File: src/cnms_ram.sv
// Generic simple dual-port RAM, one write and one registered read port.
// No dependencies.
`timescale 1ns / 1ps
`default_nettype none
module cnms_ram #(
   parameter int WIDTH = 8,
   parameter int DEPTH = 16
) (
   input  wire logic                     clock,
   input  wire logic                     wr_en,
   input  wire logic [$clog2(DEPTH)-1:0] wr_addr,
   input  wire logic [WIDTH-1:0]         wr_data,
   input  wire logic [$clog2(DEPTH)-1:0] rd_addr,
   output logic      [WIDTH-1:0]         rd_data
);
   logic [WIDTH-1:0] mem [DEPTH];

   always_ff @(posedge clock) begin
      if (wr_en) begin
         mem[wr_addr] <= wr_data;
      end
      rd_data <= mem[rd_addr];
   end
endmodule
`default_nettype wire

File: config.mk
export PLATFORM = sky130hd
export DESIGN_NAME = cnms_ram
export DESIGN_NICKNAME = d
export VERILOG_FILES = /design/src/cnms_ram.sv
export SDC_FILE = /design/constraint.sdc
export NUM_CORES = 1
export LEC_CHECK = 0
export ABC_AREA = 1
export CORE_MARGIN = 5
export CORE_UTILIZATION = 42
export DETAILED_ROUTE_END_ITERATION = 10
export DONT_BUFFER_PORTS = 1
export SYNTH_ARGS = -nofsm -noshare
export SYNTH_HDL_FRONTEND = slang
export SYNTH_SLANG_ARGS = --single-unit
File: constraint.sdc
create_clock -name clock -period 4.3 [get_ports clock]
set_clock_uncertainty 0.2 [all_clocks]
set_input_delay 0.86 -clock clock [delete_from_list [all_inputs] [get_ports clock]]
set_output_delay 0.86 -clock clock [all_outputs]
set_load 0.05 [all_outputs]
# ---- Word-level counts from Yosys, hierarchy flattened
# Memory sizes are Yosys's and may differ from the RTL's. A register that Yosys moved wholly into a read port is not among the register bits.
# Index checks and enable logic that the tools add are counted.
dict set report totals {
  regBits 0
  ramBits 128
  inputBits 18
  output_inout_bits 8
  word_cells 3
  n_memories 1
}
dict set report classes {
  muxes 2
}
# memory depth width read_ports rd_clocked_by_memory_dff write_ports line_no
set memory_table {}
lappend memory_table {mem 16 8 1 1 1 16} ;# logic [WIDTH-1:0] mem [DEPTH];
# op n
set ops {}
lappend ops {{$mux W1} 2}

# ---- Logic depth before layout (Yosys ltp)
dict set report depth {
  word_depth 2
  ltp_mapped 8
  ltp_nobuf 7
}

# ---- Worst setup path after synthesis
# No wires, ideal clock.
dict set report synth_timing {
  kind {input to register}
  from {input port wr_addr[2]}
  to {memory mem[10][0], enable pin}
  setup_time_ns 0.370
  arrival_ns 1.441
  required_ns 3.730
  path_slack_ns 2.289
  stages 2
  path_buffers 0
  cell_sequence {nand3b_1 -> nor2_1}
}
# item line_no
set synth_lines {}
lappend synth_lines {{from (decl)} 11} ;# input wire logic [$clog2(DEPTH)-1:0] wr_addr,
lappend synth_lines {{to (decl)} 16}
# Straight into the memory's write port.

==> flow_summary.ini <==
[yosys]
synthMuxAreaShare = 0
synth_seq_cells = 136
synth_xor_area_frac = 0
synth_compound_area_frac = 0
syn_nets = 569
synth_warnings = 0
syn_avg_cell_area_um2 = 10.5
yosysTopAreaCell = edfxtp_1
netlist_area_um2 = 5770
synth_simple_gate_area_frac = 0.210
ys_types = 12
yosysTopAreaCellShare = 0.667
yosys.area_share.adder = 0
synth_area_leaders = edfxtp_1 67%, nand2_1 11%, nand3_1 8.4%
synth_cells = 551
synth_top_family_by_area = simple AND/OR/NAND/NOR gates
yosysSeqAreaShare = 0.694

[final_layout]
antenna_cells = 0
utilization = 0.479
final_cell_mix = 173 x nand2_1, 128 x edfxtp_1, 100 x inv_1
finish.instance_area_um2 = 6390
nets = 564
drive_gt1_frac = 0.0501
fillers = 1247
finalNonFillerCells = 735
syn_to_final_growth_pct = 10.8
layout_commonest_cell = nand2_1

[worst_setup_path]
crit_required_ps = 4390
arrival_ps = 2380
critical_path_peak_fanout = 65
critPathKind = input port to flop
worst_r2r_endpoint = rd_data[4]$_DFF_P_
crit_path_max_incr_delay_ps = 810
rrSetupSlack_ps = 2980
end_kind = flop
crit_chain = inv_2 > nand2_1 > nand3_1 > nand3_1 > nand3_1 > nand2_1
worst_r2r_path_depth = 6
rr_startpoint = mem[8][4]$_DFFE_PP_
cp_slowest_cell = inv_2
start_kind = input port
cpMostUsedCell = nand3_1

[sta]
finalCriticalPeriod_ps = 2280
fin_crit_sh = 0.531
slew_viol_final = 0
fmax_mhz = 438
rsz0062_at_grt = false
setup_viol = 0
holdWs_ps = 341
worst_slew_pin_slew_ps = 1150
slew_headroom = 0.231
fin_tns_setup_ps = 0
hold_viol_final = 0

[floorplanning]
die_y_um = 127
io_pins = 26
fp.coreArea_um2 = 13300
rows = 42
die_w_um = 127
initial_core_util = 0.432
dieArea_um2 = 16200

[grt]
gr-total-overflow = 0
grt_max_degree = 66
grt_pass1_wl_mm = 20.2
grt_util_all_layers = 0.170
antenna_found_initial = 0
first_global_vias = 3472

[drt]
wl_per_cell_um = 17.9
ant_nets = 0
dr.pass1.iters = 5
drcViolationCount = 0
routed_wl_mm = 13.2
via_per_inst = 5.02
num_vias = 3691
drt_iter0_markers = 463

[clock_tree]
cts_num_sinks = 136
cts_setup_buffers = 0
cts_buffers = 17
clockBufferDepth = 2
cts_resized = 0
clk_latency_ps = 420
clk_pin_slew_ps = 50
cts_root_buf = clkbuf_16
cts_hold_buf = 0
htree_levels = 4
cts_tree = built

[hold_path]
min_path_cells = 0
hp-start = wr_data[4]
min_to = mem[3][4]$_DFFE_PP_
hold_path.class = input port to flop

[power]
peakVddDrop_mv = 0.241
p_per_area_nw_per_um2 = 476
p_leak_nw = 2.70

[placement]
dp_cells = 703
place_congestion = 0.815
hpwl_mm = 7.73
port_buffers = 0
placed_cell_area_um2 = 5820

[status]
run_status = finished, final reports clean

[flow_run]
cap_violations = 0
## registers in the layout (all words and copies together), names as in the netlist
name     cells
mem        128
rd_data      8
## power breakdown
group | leakage, nW | switching, mW | internal, mW | total, mW
Combinational | 1.19 | 0.0770 | 0.0359 | 0.113
Clock | 0.284 | 0.506 | 0.895 | 1.40
Sequential | 1.22 | 0.0430 | 1.48 | 1.53
## worst max-delay path by stage
stage	cells past startpoint	slack, ps	from	endpoint
2_1_floorplan	2	2290	wr_addr[2]	mem[10][0]$_DFFE_PP_
3_3_place_gp	6	1700	rd_addr[0]	rd_data[4]$_DFF_P_
3_5_place_dp	6	1640	rd_addr[0]	rd_data[4]$_DFF_P_
4_1_cts	6	2070	rd_addr[0]	rd_data[4]$_DFF_P_
5_1_grt	6	1930	rd_addr[0]	rd_data[4]$_DFF_P_
6_report	6	2020	rd_addr[0]	rd_data[4]$_DFF_P_
## cells by family (layout without fill, tap and decap cells)
group / after synthesis / after routing
flops: 136 / 136
buf+inv: 126 / 134
simple gates: 289 / 289
## synthesized netlist by cell type (all sizes together)
master / count
edfxtp: 128
inv: 102
nor2: 17
dfxtp: 8
nand2: 173
buf: 24
nand3: 97
nand3b: 2
## worst max-delay path: cells and delay by family
| kind | cells | cell delay [ps] |
|---|---|---|
| buffers and inverters | 1 | 810 |
| AND/OR/NAND/NOR | 5 | 660 |
## metrics by stage
step           worst slack [ps]  power (mW)
2_1_floorplan              2290        1.65
3_3_place_gp               1700        1.66
3_5_place_dp               1640        1.67
4_1_cts                    2070        3.06
5_1_grt                    1930        3.14
6_report                   2020        3.04
## per-layer routing
layer,GRT usage,wire (um),vias to the layer above
li1,-,-,1762
met4,0.0719,291,0
met3,0.0371,864,24
met2,0.263,6250,131
met5,0,0,-
met1,0.234,5750,1774
## area by class of cell
class,count,area (um2),area share
Clock inverter,13,135,0.0212
Sequential cell,136,4000,0.627
Tap cell,176,220,0.0345
Multi-Input combinational cell,289,1210,0.190
Inverter,102,383,0.0599
Clock buffer,19,433,0.0678
(Power assumes the default switching activity.)
